## config.mk

```make
export PLATFORM = sky130hd
export DESIGN_NAME = coefficient_bit_packer_flat
export DESIGN_NICKNAME = d
export VERILOG_FILES = /design/src/rtl/core/cbp_pkg.sv /design/src/rtl/core/cbp_in_if.sv /design/src/rtl/core/cbp_out_if.sv /design/src/rtl/core/cbp_front.sv /design/src/rtl/core/cbp_queue.sv /design/src/rtl/core/cbp_back.sv /design/src/rtl/core/coefficient_bit_packer.sv /design/src/flat_wrapper.sv
export SDC_FILE = /design/constraint.sdc
export NUM_CORES = 1
export LEC_CHECK = 0
export ABC_AREA = 0
export BUFFER_PORTS_ARGS = -buffer_cell sky130_fd_sc_hd__buf_2
export CAP_MARGIN = 20
export CORE_MARGIN = 4
export CORE_UTILIZATION = 45
export CTS_CLUSTER_DIAMETER = 200
export DETAILED_ROUTE_END_ITERATION = 12
export GPL_TIMING_DRIVEN = 1
export HOLD_SLACK_MARGIN = 0.06
export PLACE_DENSITY = 0.59
export SYNTH_ARGS = -nofsm -noshare
export SYNTH_HDL_FRONTEND = slang
export SYNTH_SLANG_ARGS = --single-unit
```

## constraint.sdc

```tcl
create_clock -name clk -period 6.2 [get_ports clk]
set_input_delay 0.62 -clock clk [delete_from_list [all_inputs] [get_ports clk]]
set_output_delay 0.62 -clock clk [all_outputs]
set_load 0.1 [all_outputs]
```

## src/rtl/core/cbp_pkg.sv

```systemverilog
`default_nettype none
package cbp_pkg;

	localparam int ACC_BITS    = 24;
	localparam int MAX_WIDTH   = 13;
	localparam int CAP         = (ACC_BITS < 31) ? ACC_BITS : 31;
	localparam int CNT_W       = $clog2(CAP + 1);
	localparam int COEF_W      = 16;
	localparam int BYTE_W      = 8;
	localparam int WID_W       = 4;
	localparam int CFG_IDX_W   = 2;
	localparam int CFG_DATA_W  = 4;
	localparam int MAX_RES     = 8;
	localparam int RES_CNT_W   = $clog2(MAX_RES);
	localparam int QUEUE_DEPTH = 2;
	localparam int PTR_W       = $clog2(QUEUE_DEPTH);
	localparam int QCNT_W      = $clog2(QUEUE_DEPTH + 1);

	localparam logic [1:0] FUNC_PACK    = 2'd0;
	localparam logic [1:0] FUNC_UNPACK  = 2'd1;
	localparam logic [1:0] FUNC_COMPARE = 2'd2;

	localparam logic [1:0] KIND_BYTE   = 2'd0;
	localparam logic [1:0] KIND_COEF   = 2'd1;
	localparam logic [1:0] KIND_STATUS = 2'd2;
	localparam logic [1:0] KIND_ERROR  = 2'd3;

	localparam logic [1:0] ERR_NONE       = 2'd0;
	localparam logic [1:0] ERR_OVERFLOW   = 2'd1;
	localparam logic [1:0] ERR_NO_PENDING = 2'd2;

	localparam logic [CFG_IDX_W-1:0] REG_WIDTH   = CFG_IDX_W'(0);
	localparam logic [CFG_IDX_W-1:0] REG_SIGNED  = CFG_IDX_W'(1);
	localparam logic [CFG_IDX_W-1:0] REG_COMPARE = CFG_IDX_W'(2);

	localparam logic [WID_W-1:0] WIDTH_RESET = WID_W'(10);

	// decoded command handed from the front end to the back end
	typedef struct packed {
		logic              is_cmp;
		logic              emit;
		logic [1:0]        kind;
		logic [COEF_W-1:0] data;
		logic [CNT_W-1:0]  bits;
		logic [CNT_W-1:0]  chunk;
		logic              sgn;
		logic              w1;
		logic [BYTE_W-1:0] ref_byte;
	} cmd_t;

	typedef struct packed {
		logic             busy;
		logic [CNT_W-1:0] cnt;
		logic             mis;
	} bst_t;

	function automatic logic [COEF_W-1:0] field_mask(input logic [CNT_W-1:0] w);
		logic [COEF_W:0] one_hot;
		one_hot = (COEF_W + 1)'(1) << w;
		return COEF_W'(one_hot - (COEF_W + 1)'(1));
	endfunction

endpackage
`default_nettype wire

```

## src/rtl/core/cbp_in_if.sv

```systemverilog
`default_nettype none
interface cbp_in_if;
	logic        valid;
	logic        ready;
	logic [1:0]  func;
	logic [15:0] coefficient;
	logic [7:0]  byte_in;

	modport source (output valid, func, coefficient, byte_in, input ready);
	modport sink (input valid, func, coefficient, byte_in, output ready);
endinterface
`default_nettype wire

```

## src/rtl/core/cbp_out_if.sv

```systemverilog
`default_nettype none
interface cbp_out_if;
	logic        valid;
	logic        ready;
	logic [1:0]  kind;
	logic [15:0] value;
	logic        fail_flag;
	logic [1:0]  error_code;
	logic        last;

	modport source (output valid, kind, value, fail_flag, error_code, last, input ready);
	modport sink (input valid, kind, value, fail_flag, error_code, last, output ready);
endinterface
`default_nettype wire

```

## src/rtl/core/cbp_front.sv

```systemverilog
`default_nettype none
module cbp_front (
	input  wire logic                           clk,
	input  wire logic                           arst_n,
	cbp_in_if.sink                              items,
	input  wire logic                           q_ready,
	output cbp_pkg::cmd_t                       cmd,
	output logic                                push,
	input  wire logic                           cfg_we,
	input  wire logic [cbp_pkg::CFG_IDX_W-1:0]  cfg_index,
	input  wire logic [cbp_pkg::CFG_DATA_W-1:0] cfg_data,
	output logic                                cfg_clr
);
	import cbp_pkg::*;

	logic [WID_W-1:0]  width_q;
	logic              signed_q;
	logic              compare_q;
	logic [CNT_W-1:0]  eff_w;
	logic [COEF_W-1:0] mask;

	always_ff @(posedge clk or negedge arst_n) begin
		if (!arst_n) begin
			width_q   <= WIDTH_RESET;
			signed_q  <= 1'b0;
			compare_q <= 1'b0;
		end else if (cfg_we) begin
			case (cfg_index)
				REG_WIDTH:   width_q   <= cfg_data[WID_W-1:0];
				REG_SIGNED:  signed_q  <= cfg_data[0];
				REG_COMPARE: compare_q <= cfg_data[0];
				default: ;
			endcase
		end
	end

	assign cfg_clr = cfg_we && (cfg_index inside {REG_WIDTH, REG_SIGNED, REG_COMPARE});

	// clamp width into 1..MAX_WIDTH
	always_comb begin
		if (width_q == '0)
			eff_w = CNT_W'(1);
		else if (CNT_W'(width_q) > CNT_W'(MAX_WIDTH))
			eff_w = CNT_W'(MAX_WIDTH);
		else
			eff_w = CNT_W'(width_q);
	end

	assign mask        = field_mask(eff_w);
	assign items.ready = q_ready;
	// func 3 is taken and dropped here
	assign push = items.valid && q_ready &&
		(items.func inside {FUNC_PACK, FUNC_UNPACK, FUNC_COMPARE});

	always_comb begin
		cmd = '0;
		case (items.func)
			FUNC_PACK: begin
				cmd.emit  = !compare_q;
				cmd.kind  = KIND_BYTE;
				cmd.data  = items.coefficient & mask;
				cmd.bits  = eff_w;
				cmd.chunk = CNT_W'(BYTE_W);
			end
			FUNC_UNPACK: begin
				cmd.emit  = 1'b1;
				cmd.kind  = KIND_COEF;
				cmd.data  = COEF_W'(items.byte_in);
				cmd.bits  = CNT_W'(BYTE_W);
				cmd.chunk = eff_w;
				cmd.sgn   = signed_q;
				cmd.w1    = (eff_w == CNT_W'(1));
			end
			FUNC_COMPARE: begin
				cmd.is_cmp   = 1'b1;
				cmd.kind     = KIND_STATUS;
				cmd.ref_byte = items.byte_in;
			end
			default: ;
		endcase
	end
endmodule
`default_nettype wire

```

## src/rtl/core/cbp_queue.sv

```systemverilog
`default_nettype none
module cbp_queue (
	input  wire logic           clk,
	input  wire logic           arst_n,
	input  wire logic           push,
	input  wire cbp_pkg::cmd_t  wr_cmd,
	output logic                ready,
	input  wire logic           pop,
	output cbp_pkg::cmd_t       rd_cmd,
	output logic                head_valid
);
	import cbp_pkg::*;

	cmd_t              mem_q [QUEUE_DEPTH];
	logic [PTR_W-1:0]  wr_ptr_q;
	logic [PTR_W-1:0]  rd_ptr_q;
	logic [QCNT_W-1:0] cnt_q;
	logic              do_push;
	logic              do_pop;

	assign ready      = (cnt_q != QCNT_W'(QUEUE_DEPTH));
	assign head_valid = (cnt_q != '0);
	assign do_push    = push && ready;
	assign do_pop     = pop && head_valid;
	assign rd_cmd     = mem_q[rd_ptr_q];

	always_ff @(posedge clk) begin
		if (do_push)
			mem_q[wr_ptr_q] <= wr_cmd;
	end

	always_ff @(posedge clk or negedge arst_n) begin
		if (!arst_n) begin
			wr_ptr_q <= '0;
			rd_ptr_q <= '0;
			cnt_q    <= '0;
		end else begin
			if (do_push)
				wr_ptr_q <= (wr_ptr_q == PTR_W'(QUEUE_DEPTH - 1)) ? '0 : wr_ptr_q + 1'b1;
			if (do_pop)
				rd_ptr_q <= (rd_ptr_q == PTR_W'(QUEUE_DEPTH - 1)) ? '0 : rd_ptr_q + 1'b1;
			case ({do_push, do_pop})
				2'b10:   cnt_q <= cnt_q + 1'b1;
				2'b01:   cnt_q <= cnt_q - 1'b1;
				default: cnt_q <= cnt_q;
			endcase
		end
	end
endmodule
`default_nettype wire

```

## src/rtl/core/cbp_back.sv

```systemverilog
`default_nettype none
module cbp_back (
	input  wire logic          clk,
	input  wire logic          arst_n,
	input  wire logic          clr,
	input  wire logic          head_valid,
	input  wire cbp_pkg::cmd_t cmd,
	output logic               pop,
	output cbp_pkg::bst_t      status,
	cbp_out_if.source          results
);
	import cbp_pkg::*;

	logic [ACC_BITS-1:0]  acc_q, acc_d, acc_m, src_acc;
	logic [CNT_W-1:0]     cnt_q, cnt_d, src_cnt, rem_cnt;
	logic [CNT_W:0]       sum_cnt;
	logic                 mis_q, mis_d;
	logic                 busy_q, busy_d;
	logic [RES_CNT_W-1:0] res_cnt_q, res_cnt_d;

	logic                 out_valid_q;
	logic [1:0]           out_kind_q;
	logic [COEF_W-1:0]    out_value_q;
	logic                 out_fail_q;
	logic [1:0]           out_err_q;
	logic                 out_last_q;

	logic                 out_free, step, ovf, have, cont, neg;
	logic [COEF_W-1:0]    m, field, coef_val;
	logic [BYTE_W-1:0]    held;
	logic                 res_valid, res_last;
	logic [1:0]           res_kind, res_err;
	logic [COEF_W-1:0]    res_value;

	assign out_free = !out_valid_q || results.ready;
	assign step     = head_valid && out_free;

	// merge the new bits on the first beat of a command, reuse the state after that
	assign sum_cnt  = {1'b0, cnt_q} + {1'b0, cmd.bits};
	assign ovf      = !busy_q && !cmd.is_cmp && (sum_cnt > (CNT_W + 1)'(CAP));
	assign acc_m    = acc_q | (ACC_BITS'(cmd.data) << cnt_q);
	assign src_acc  = busy_q ? acc_q : acc_m;
	assign src_cnt  = busy_q ? cnt_q : sum_cnt[CNT_W-1:0];
	assign rem_cnt  = src_cnt - cmd.chunk;
	assign have     = (src_cnt >= cmd.chunk);
	assign cont     = (rem_cnt >= cmd.chunk) && (res_cnt_q != RES_CNT_W'(MAX_RES - 1));

	assign m        = field_mask(cmd.chunk);
	assign field    = src_acc[COEF_W-1:0] & m;
	assign neg      = cmd.sgn && |(field & (m ^ (m >> 1)));
	assign coef_val = cmd.w1 ? src_acc[COEF_W-1:0] : (neg ? (field | ~m) : field);
	assign held     = acc_q[BYTE_W-1:0];

	always_comb begin
		acc_d     = acc_q;
		cnt_d     = cnt_q;
		mis_d     = mis_q;
		busy_d    = busy_q;
		res_cnt_d = res_cnt_q;
		pop       = 1'b0;
		res_valid = 1'b0;
		res_kind  = KIND_BYTE;
		res_value = '0;
		res_err   = ERR_NONE;
		res_last  = 1'b1;
		if (step) begin
			if (cmd.is_cmp) begin
				pop       = 1'b1;
				res_valid = 1'b1;
				if (cnt_q < CNT_W'(BYTE_W)) begin
					res_kind = KIND_ERROR;
					res_err  = ERR_NO_PENDING;
				end else begin
					res_kind  = KIND_STATUS;
					res_value = COEF_W'(held);
					mis_d     = mis_q | (held != cmd.ref_byte);
					acc_d     = acc_q >> BYTE_W;
					cnt_d     = cnt_q - CNT_W'(BYTE_W);
				end
			end else if (ovf) begin
				pop       = 1'b1;
				res_valid = 1'b1;
				res_kind  = KIND_ERROR;
				res_err   = ERR_OVERFLOW;
			end else if (cmd.emit && have) begin
				res_valid = 1'b1;
				res_kind  = cmd.kind;
				res_value = coef_val;
				acc_d     = src_acc >> cmd.chunk;
				cnt_d     = rem_cnt;
				busy_d    = cont;
				res_cnt_d = cont ? res_cnt_q + 1'b1 : '0;
				res_last  = !cont;
				pop       = !cont;
			end else begin
				// bits stay pending
				pop   = 1'b1;
				acc_d = src_acc;
				cnt_d = src_cnt;
			end
		end
	end

	always_ff @(posedge clk or negedge arst_n) begin
		if (!arst_n) begin
			acc_q       <= '0;
			cnt_q       <= '0;
			mis_q       <= 1'b0;
			busy_q      <= 1'b0;
			res_cnt_q   <= '0;
			out_valid_q <= 1'b0;
		end else begin
			if (clr) begin
				acc_q     <= '0;
				cnt_q     <= '0;
				mis_q     <= 1'b0;
				busy_q    <= 1'b0;
				res_cnt_q <= '0;
			end else begin
				acc_q     <= acc_d;
				cnt_q     <= cnt_d;
				mis_q     <= mis_d;
				busy_q    <= busy_d;
				res_cnt_q <= res_cnt_d;
			end
			if (out_free)
				out_valid_q <= res_valid;
		end
	end

	always_ff @(posedge clk) begin
		if (out_free && res_valid) begin
			out_kind_q  <= res_kind;
			out_value_q <= res_value;
			out_fail_q  <= mis_d;
			out_err_q   <= res_err;
			out_last_q  <= res_last;
		end
	end

	assign results.valid      = out_valid_q;
	assign results.kind       = out_kind_q;
	assign results.value      = out_value_q;
	assign results.fail_flag  = out_fail_q;
	assign results.error_code = out_err_q;
	assign results.last       = out_last_q;

	assign status.busy = busy_q;
	assign status.cnt  = cnt_q;
	assign status.mis  = mis_q;
endmodule
`default_nettype wire

```

## src/rtl/core/coefficient_bit_packer.sv

```systemverilog
// Flow: a taken item passes through the command queue, and its first result is registered at the output.
// Throughput: one item per cycle while each item gives at most one result and the output
// is free; k results of one item (narrow unpack widths) hold the back end, one at a time.
// A two-entry command queue sits between the decode front end and the accumulator back end.
// Reset: asynchronous, active low; registers return to their defaults, accumulator, bit
// count and mismatch flag clear at once.
`default_nettype none
module coefficient_bit_packer (
	input  wire logic                           clk,
	input  wire logic                           arst_n,
	cbp_in_if.sink                              items,
	cbp_out_if.source                           results,
	input  wire logic                           cfg_we,
	input  wire logic [cbp_pkg::CFG_IDX_W-1:0]  cfg_index,
	input  wire logic [cbp_pkg::CFG_DATA_W-1:0] cfg_data
);
	import cbp_pkg::*;

	cmd_t push_cmd;
	cmd_t head_cmd;
	bst_t status;
	logic push;
	logic q_ready;
	logic q_valid;
	logic pop;
	logic cfg_clr;

	cbp_front u_front (
		.clk       (clk),
		.arst_n    (arst_n),
		.items     (items),
		.q_ready   (q_ready),
		.cmd       (push_cmd),
		.push      (push),
		.cfg_we    (cfg_we),
		.cfg_index (cfg_index),
		.cfg_data  (cfg_data),
		.cfg_clr   (cfg_clr)
	);

	cbp_queue u_queue (
		.clk        (clk),
		.arst_n     (arst_n),
		.push       (push),
		.wr_cmd     (push_cmd),
		.ready      (q_ready),
		.pop        (pop),
		.rd_cmd     (head_cmd),
		.head_valid (q_valid)
	);

	cbp_back u_back (
		.clk        (clk),
		.arst_n     (arst_n),
		.clr        (cfg_clr),
		.head_valid (q_valid),
		.cmd        (head_cmd),
		.pop        (pop),
		.status     (status),
		.results    (results)
	);

	a_cnt_cap: assert property (@(posedge clk) disable iff (!arst_n)
		status.cnt <= CNT_W'(CAP))
		else $error("bit count beyond accumulator capacity");

	a_busy_head: assert property (@(posedge clk) disable iff (!arst_n)
		status.busy |-> q_valid)
		else $error("back end continues without a queued command");

	a_pop_head: assert property (@(posedge clk) disable iff (!arst_n)
		pop |-> q_valid)
		else $error("pop from empty command queue");

	a_clr: assert property (@(posedge clk) disable iff (!arst_n)
		cfg_clr |=> (status.cnt == '0 && !status.mis && !status.busy))
		else $error("register write did not clear accumulator state");
endmodule
`default_nettype wire

```

## src/flat_wrapper.sv

```systemverilog
// flat-port wrapper written by rule: the top's interface ports become plain ports
module coefficient_bit_packer_flat import cbp_pkg::*;
  (clk, arst_n, cfg_we, cfg_index, cfg_data, items_valid, items_func, items_coefficient, items_byte_in, items_ready, results_valid, results_kind, results_value, results_fail_flag, results_error_code, results_last, results_ready);
  cbp_in_if items_i ();
  cbp_out_if results_i ();
  input  wire logic clk;
  input  wire logic arst_n;
  input  wire logic cfg_we;
  input  wire logic [cbp_pkg::CFG_IDX_W-1:0] cfg_index;
  input  wire logic [cbp_pkg::CFG_DATA_W-1:0] cfg_data;
  input wire logic [$bits(items_i.valid)-1:0] items_valid;
  input wire logic [$bits(items_i.func)-1:0] items_func;
  input wire logic [$bits(items_i.coefficient)-1:0] items_coefficient;
  input wire logic [$bits(items_i.byte_in)-1:0] items_byte_in;
  output wire logic [$bits(items_i.ready)-1:0] items_ready;
  output wire logic [$bits(results_i.valid)-1:0] results_valid;
  output wire logic [$bits(results_i.kind)-1:0] results_kind;
  output wire logic [$bits(results_i.value)-1:0] results_value;
  output wire logic [$bits(results_i.fail_flag)-1:0] results_fail_flag;
  output wire logic [$bits(results_i.error_code)-1:0] results_error_code;
  output wire logic [$bits(results_i.last)-1:0] results_last;
  input wire logic [$bits(results_i.ready)-1:0] results_ready;
  assign items_i.valid = items_valid;
  assign items_i.func = items_func;
  assign items_i.coefficient = items_coefficient;
  assign items_i.byte_in = items_byte_in;
  assign items_ready = items_i.ready;
  assign results_valid = results_i.valid;
  assign results_kind = results_i.kind;
  assign results_value = results_i.value;
  assign results_fail_flag = results_i.fail_flag;
  assign results_error_code = results_i.error_code;
  assign results_last = results_i.last;
  assign results_i.ready = results_ready;
  coefficient_bit_packer u_core (.clk(clk), .arst_n(arst_n), .items(items_i), .results(results_i), .cfg_we(cfg_we), .cfg_index(cfg_index), .cfg_data(cfg_data));
endmodule
```

==> metrics.txt, run 1 <==
run status=complete, no violations; Setup crit end kind=flop; Nets=1194; Tmin final=4.98 ns; largest net degree at the start of global routing=59; CP most frequent cell=buf_4; FF+latch count, synth=141; Syn. warnings=0; drt pass-1 iters=5; cts hold-fix bufs=0; Synth Area per Inst=9.44 µm²; antenna cell count=0; Setup violations, final=0; drt total wl=34.9 mm; DIE AREA=25800 µm²; average wire per standard cell=23.8 µm; Design Area, Final=11700 µm²; Worst Path Required=6.43 ns; Placed Area=11100 µm²; CP bufs+invs=4; gr usage total=26.7%; register area share after synthesis=38.3%; Post-Synthesis Cells=1110; largest buffer count on any clock path=2; Crit Path Max Fanout=38; first-pass GRT wire length=54.1 mm; synth unique cells=88; Via-to-Cell Ratio=6.54; Synth Flop Type=edfxtp_1; row cnt=55; Max Cap Viol=0; layout cells sized above 1=16.7%; GP Congestion=0.964; Clock Pin Slew Worst Setup and Hold Paths=0.07 ns; Worst Setup Start Kind=flop; EDFF count, synth=96; Hold Fails Final Rpt=0; post-route ant nets=0; Core Region=22800 µm²; worst path cell trace=buf_4 > mux2i_2 > buf_4 > inv_1 > buf_4 > nor2_1 > nand2_1 > ha_1 > nor2_1 > a21oi_1 > o31ai_1 > a32o_1 > nand2_1 > nand4_1 > nand3_2 > o311ai_0; H-tree levels=4; grt ovf=0; Post-CTS Setup Inserts=0; initial drt markers=1099; I/O pin cnt=61; post-route setup TNS=0 ns; origin of the critical flop-to-flop path=u_core.u_queue.rd_ptr_q; Top Family by Delay on Critical Path=buffers and inverters; flop2flop setup slack=1.22 ns; final cycle utilization of the critical path=80.4%; Gates resized, CTS repair=0; Slew headroom=35.3%; RSZ-0062 raised after global routing=false; initial antenna violation count=0; Reg2Reg Depth=16; Hold WC Path Type=input pin to async pin; CTS tree=done; Chip Height=161 µm; DRC violations left=0; Max Clock Skew=0.0136 ns; Clock Latency Late Sink=0.43 ns; Fmax=201 MHz; DP HPWL=25.3 mm; Initial Util=46.0%; critical path class=flop to flop; Worst Path Arrival=5.22 ns; worst slew pin tran=0.957 ns; number of global-route vias before repair=8922; clock sinks=141; Slew Viols, Final=0; Die Span X=161 µm; Root Driver=clkbuf_16; Area Growth Syn to Fin=11.6%; PortBufs=58; critical path's largest stage delay=0.77 ns; via count=9566; total CTS buffers=17; Post-Synthesis Cell Area=10500 µm²; Crit-path slowest cell=dfrtp_2; asr flop ratio synth=31.9%; Reg-to-Reg End=u_core.u_back.results.value[5]
synthesized netlist by cell type, types with 6 or more instances:
library cell,number,area [µm²]
mux4_2,14,315
o221ai_1,7,61.3
or2_2,6,37.5
a31oi_1,15,93.8
o21ai_1,12,60.1
clkbuf_1,54,203
a21oi_1,62,310
nor2_1,90,338
or3_1,12,75.1
a22o_1,6,52.6
and3_1,18,113
a32oi_1,11,96.3
nand2_1,82,308
a211oi_1,15,113
nor3_1,51,255
dfrtp_1,43,1080
o21ai_0,56,280
a21o_1,17,128
buf_2,8,40.0
edfxtp_1,96,2880
xnor2_1,15,131
a221o_1,6,60.1
o22ai_1,12,75.1
inv_1,23,86.3
nand2b_1,15,93.8
mux2i_1,66,661
o2111ai_1,6,52.6
a22oi_1,10,75.1
a31o_2,8,70.1
buf_1,9,33.8
o21a_1,7,52.6
and2_1,17,106
nand3_1,33,165
mux2_2,32,360
nor4_1,15,93.8
ha_1,18,225
nor2b_1,11,68.8
o211ai_1,15,113
layout by cell type (no fill, tap or decap), types with 14 or more instances in the layout:
master	Yosys	layout
buf_2	8	58
xnor2_1	15	15
nand2b_1	15	15
nor4_1	15	15
o211ai_1	15	15
mux2_2	32	32
ha_1	18	18
nor2_1	90	88
edfxtp_1	96	96
o21ai_0	56	56
and3_1	18	18
nor3_1	51	50
nand3_1	33	33
a21o_1	17	17
buf_4	3	23
a31oi_1	15	15
dfrtp_1	43	41
nand2_1	82	82
clkbuf_16	0	17
mux2i_1	66	63
mux4_2	14	14
a21oi_1	62	62
a211oi_1	15	15
and2_1	17	17
inv_1	23	23
through the flow:
step / utilization, % / hold WS [ns] / setup slack (ns) / std cells
after floorplan: - / 0.324 / 0.671 / 1113
after global placement: 48.6 / 0.492 / 1.36 / 1429
after detailed placement: 48.6 / 0.500 / 1.28 / 1429
after CTS: 51.2 / 0.313 / 1.26 / 1461
after global routing: 51.3 / 0.364 / 0.845 / 1463
final: 51.3 / 0.303 / 1.22 / 1463
sequential cells by signal, summed over array words and instances, names as in the netlist, 3 cells and up:
register                     count
u_core.u_queue.mem_q            74
u_core.u_back.results.value     16
u_core.u_front.width_q           4
u_core.u_back.acc_q             24
u_core.u_back.cnt_q              5
u_core.u_back.res_cnt_q          3
area by class of cell:
cell class	count	area [µm²]
Clock inverter	14	155
Tap cell	313	392
Timing Repair Buffer	83	503
Sequential cell	141	4010
Clock buffer	18	439
Inverter	26	97.6
Fill cell	2148	11100
Multi-Input combinational cell	868	6090
routing by layer:
layer | wire, µm | vias up | global-route usage (%) | part of all wire [%]
met2 | 15200 | 482 | 39.9 | 44
met1 | 15500 | 4626 | 39.1 | 45
met5 | 0 | - | 0 | 0
met3 | 2870 | 99 | 4.36 | 8.2
li1 | - | 4359 | - | -
met4 | 1250 | 0 | 9.74 | 3.6
kinds of logic after synthesis:
logic type / after synthesis / synth area share, %
XOR/XNOR: 20 / 1.67
AO/OA/AOI/OAI: 337 / 22.7
buffers and inverters: 104 / 4.25
AND/OR/NAND/NOR: 373 / 17.6
other: 2 / 0.0716
adder cells (fa/ha/maj): 20 / 2.53
multiplexers: 113 / 12.9
flip-flops: 141 / 38.3
how the worst max path moves through the flow:
stage / slack (ns) / start / endpoint / cells after the start
floorplan: 0.67 / u_core.u_queue.rd_ptr_q / u_core.u_back.results.kind[0] / 19
global placement: 1.36 / u_core.u_queue.rd_ptr_q / u_core.u_back.results.value[5] / 16
detailed placement: 1.28 / u_core.u_queue.rd_ptr_q / u_core.u_back.results.value[5] / 16
CTS: 1.26 / u_core.u_queue.rd_ptr_q / u_core.u_back.results.value[5] / 16
global route: 0.85 / u_core.u_queue.rd_ptr_q / u_core.u_back.results.value[5] / 16
finish: 1.22 / u_core.u_queue.rd_ptr_q / u_core.u_back.results.value[5] / 16
Power of run 1 is left out: the tool's default activity adds up to more than one toggle a clock period on the data nets, which glitch-free logic cannot reach.
==> run 2: changes to the inputs <==
Settings changed: PLACE_DENSITY 0.59 to 0.61.
Clock period 6.2 ns to 4.45 ns, I/O delays scaled along.
==> metrics.txt, run 2 (same netlist as run 1, synthesis figures left out) <==
gr usage total=27.5%; fin cells=1492; layout cells sized above 1=19.6%; Clock Pin Slew Worst Setup and Hold Paths=0.07 ns; commonest non-fill, non-tap cell in the layout=edfxtp_1; Hold Fails Final Rpt=0; post-route ant nets=0; Hold Path End=u_core.u_front.width_q[3]; Via-to-Cell Ratio=6.45; critical path's largest stage delay=0.48 ns; via count=9627; Top Family by Delay on Critical Path=adder cells; average wire per standard cell=24.1 µm; Crit Path Max Fanout=4; initial drt markers=1074; Slew headroom=33.1%; Placed Area=11300 µm²; Die Span X=161 µm; Reg-to-Reg End=u_core.u_queue.cnt_q[1]; CTS tree=done; PnR worst setup slack=0.218 ns; initial antenna violation count=0; run status=complete, no violations; largest net degree at the start of global routing=59; H-tree levels=4; drt pass-1 iters=5; Fmax=236 MHz; Min-Delay Path Depth=3; drt total wl=36.0 mm; Nets=1223; clock sinks=141; Crit-path slowest cell=fa_1; Max Cap Viol=0; cell total after placement=1457; number of global-route vias before repair=9353; Initial Util=46.0%; Hold WC Path Type=input pin to flop; hold_ws=0.238 ns; largest buffer count on any clock path=2; Chip Height=161 µm; Slew Viols, Final=0; row cnt=55; DIE AREA=25800 µm²; RSZ-0062 raised after global routing=false; Core Region=22800 µm²; origin of the critical flop-to-flop path=u_core.u_queue.rd_ptr_q; GP Congestion=0.978; Design Area, Final=12000 µm²; DRC violations left=0; flop2flop setup slack=0.22 ns; DP HPWL=26.2 mm; I/O pin cnt=61; PortBufs=58; Worst Path Arrival=4.59 ns; CP bufs+invs=2; HP Start=cfg_data[3]; fillers=2116; Place WS=0.279 ns; Area Growth Syn to Fin=14.8%; Max Clock Skew=0.0153 ns; antenna cell count=0; grt ovf=0; Clock Latency Late Sink=0.44 ns; worst slew pin tran=0.989 ns; final cycle utilization of the critical path=95.1%; first-pass GRT wire length=55.2 mm; total CTS buffers=17; Root Driver=clkbuf_16; Reg2Reg Depth=18; Setup crit end kind=flop; Worst Setup Start Kind=flop; most frequent cells in the layout=96 x edfxtp_1, 87 x nor2_1, 82 x nand2_1, 63 x mux2i_1, 60 x a21oi_1; Setup violations, final=0; critical path class=flop to flop; max reg flops=74; Worst Path Required=4.81 ns; worst path cell trace=mux2_4 > ha_4 > fa_1 > mux2_4 > inv_1 > fa_1 > inv_1 > ha_1 > a21boi_0 > o21a_1 > o21ai_0 > o21ai_1 > a211oi_2 > nor4_2 > nor2_1 > ha_2 > nor2_2 > xor2_1; Tmin final=4.23 ns; Most flops, register=u_core.u_queue.mem_q
run 2: how the worst max path moves through the flow:
| stage | startpoint | endpoint | cells past startpoint |
|---|---|---|---|
| after detailed placement | u_core.u_queue.rd_ptr_q | u_core.u_queue.cnt_q[1] | 19 |
| after global placement | u_core.u_queue.rd_ptr_q | u_core.u_queue.cnt_q[1] | 19 |
| after CTS | u_core.u_queue.rd_ptr_q | u_core.u_queue.cnt_q[1] | 18 |
| after floorplan | u_core.u_queue.rd_ptr_q | u_core.u_queue.cnt_q[1] | 24 |
| final | u_core.u_queue.rd_ptr_q | u_core.u_queue.cnt_q[1] | 18 |
| after global routing | u_core.u_queue.rd_ptr_q | u_core.u_queue.cnt_q[1] | 18 |
run 2: tightest hold or removal path: cells and delay by family:
| kind | cells | cell delay, ns |
|---|---|---|
| compound gates | 1 | 0.07 |
| buf+inv | 1 | 0.08 |
| simple gates | 1 | 0.04 |
run 2: through the flow:
| stage | utilization (%) | TNS [ns] |
|---|---|---|
| 5_1_grt | 52.8 | 0 |
| 6_report | 52.8 | 0 |
| 4_1_cts | 52.5 | 0 |
| 3_5_place_dp | 49.8 | 0 |
| 2_1_floorplan | - | -0.0623 |
| 3_3_place_gp | 49.8 | 0 |
run 2: layout make-up:
| cell class | count | area, µm² | area share, % |
|---|---|---|---|
| Multi-Input combinational cell | 868 | 6160 | 51.2 |
| Sequential cell | 141 | 4010 | 33.4 |
| Timing Repair Buffer | 112 | 756 | 6.28 |
| Clock buffer | 17 | 425 | 3.54 |
| Tap cell | 313 | 392 | 3.26 |
| Clock inverter | 15 | 184 | 1.53 |
| Inverter | 26 | 97.6 | 0.811 |
run 2: metal layers:
metal	vias up	wire, µm	track usage, %
met2	481	16100	41.8
met3	91	3040	6.16
met1	4636	15500	38.0
li1	4419	-	-
met4	0	1330	11.6
met5	-	0	0
run 2: repair_timing:
action,in CTS,in global routing
hold buffers,1,0
setup endpoints to repair,0,2
setup buffers,0,0
endpoints found under the hold margin,20,0
resized for setup,0,4
Power of run 2 is left out for the same reason.
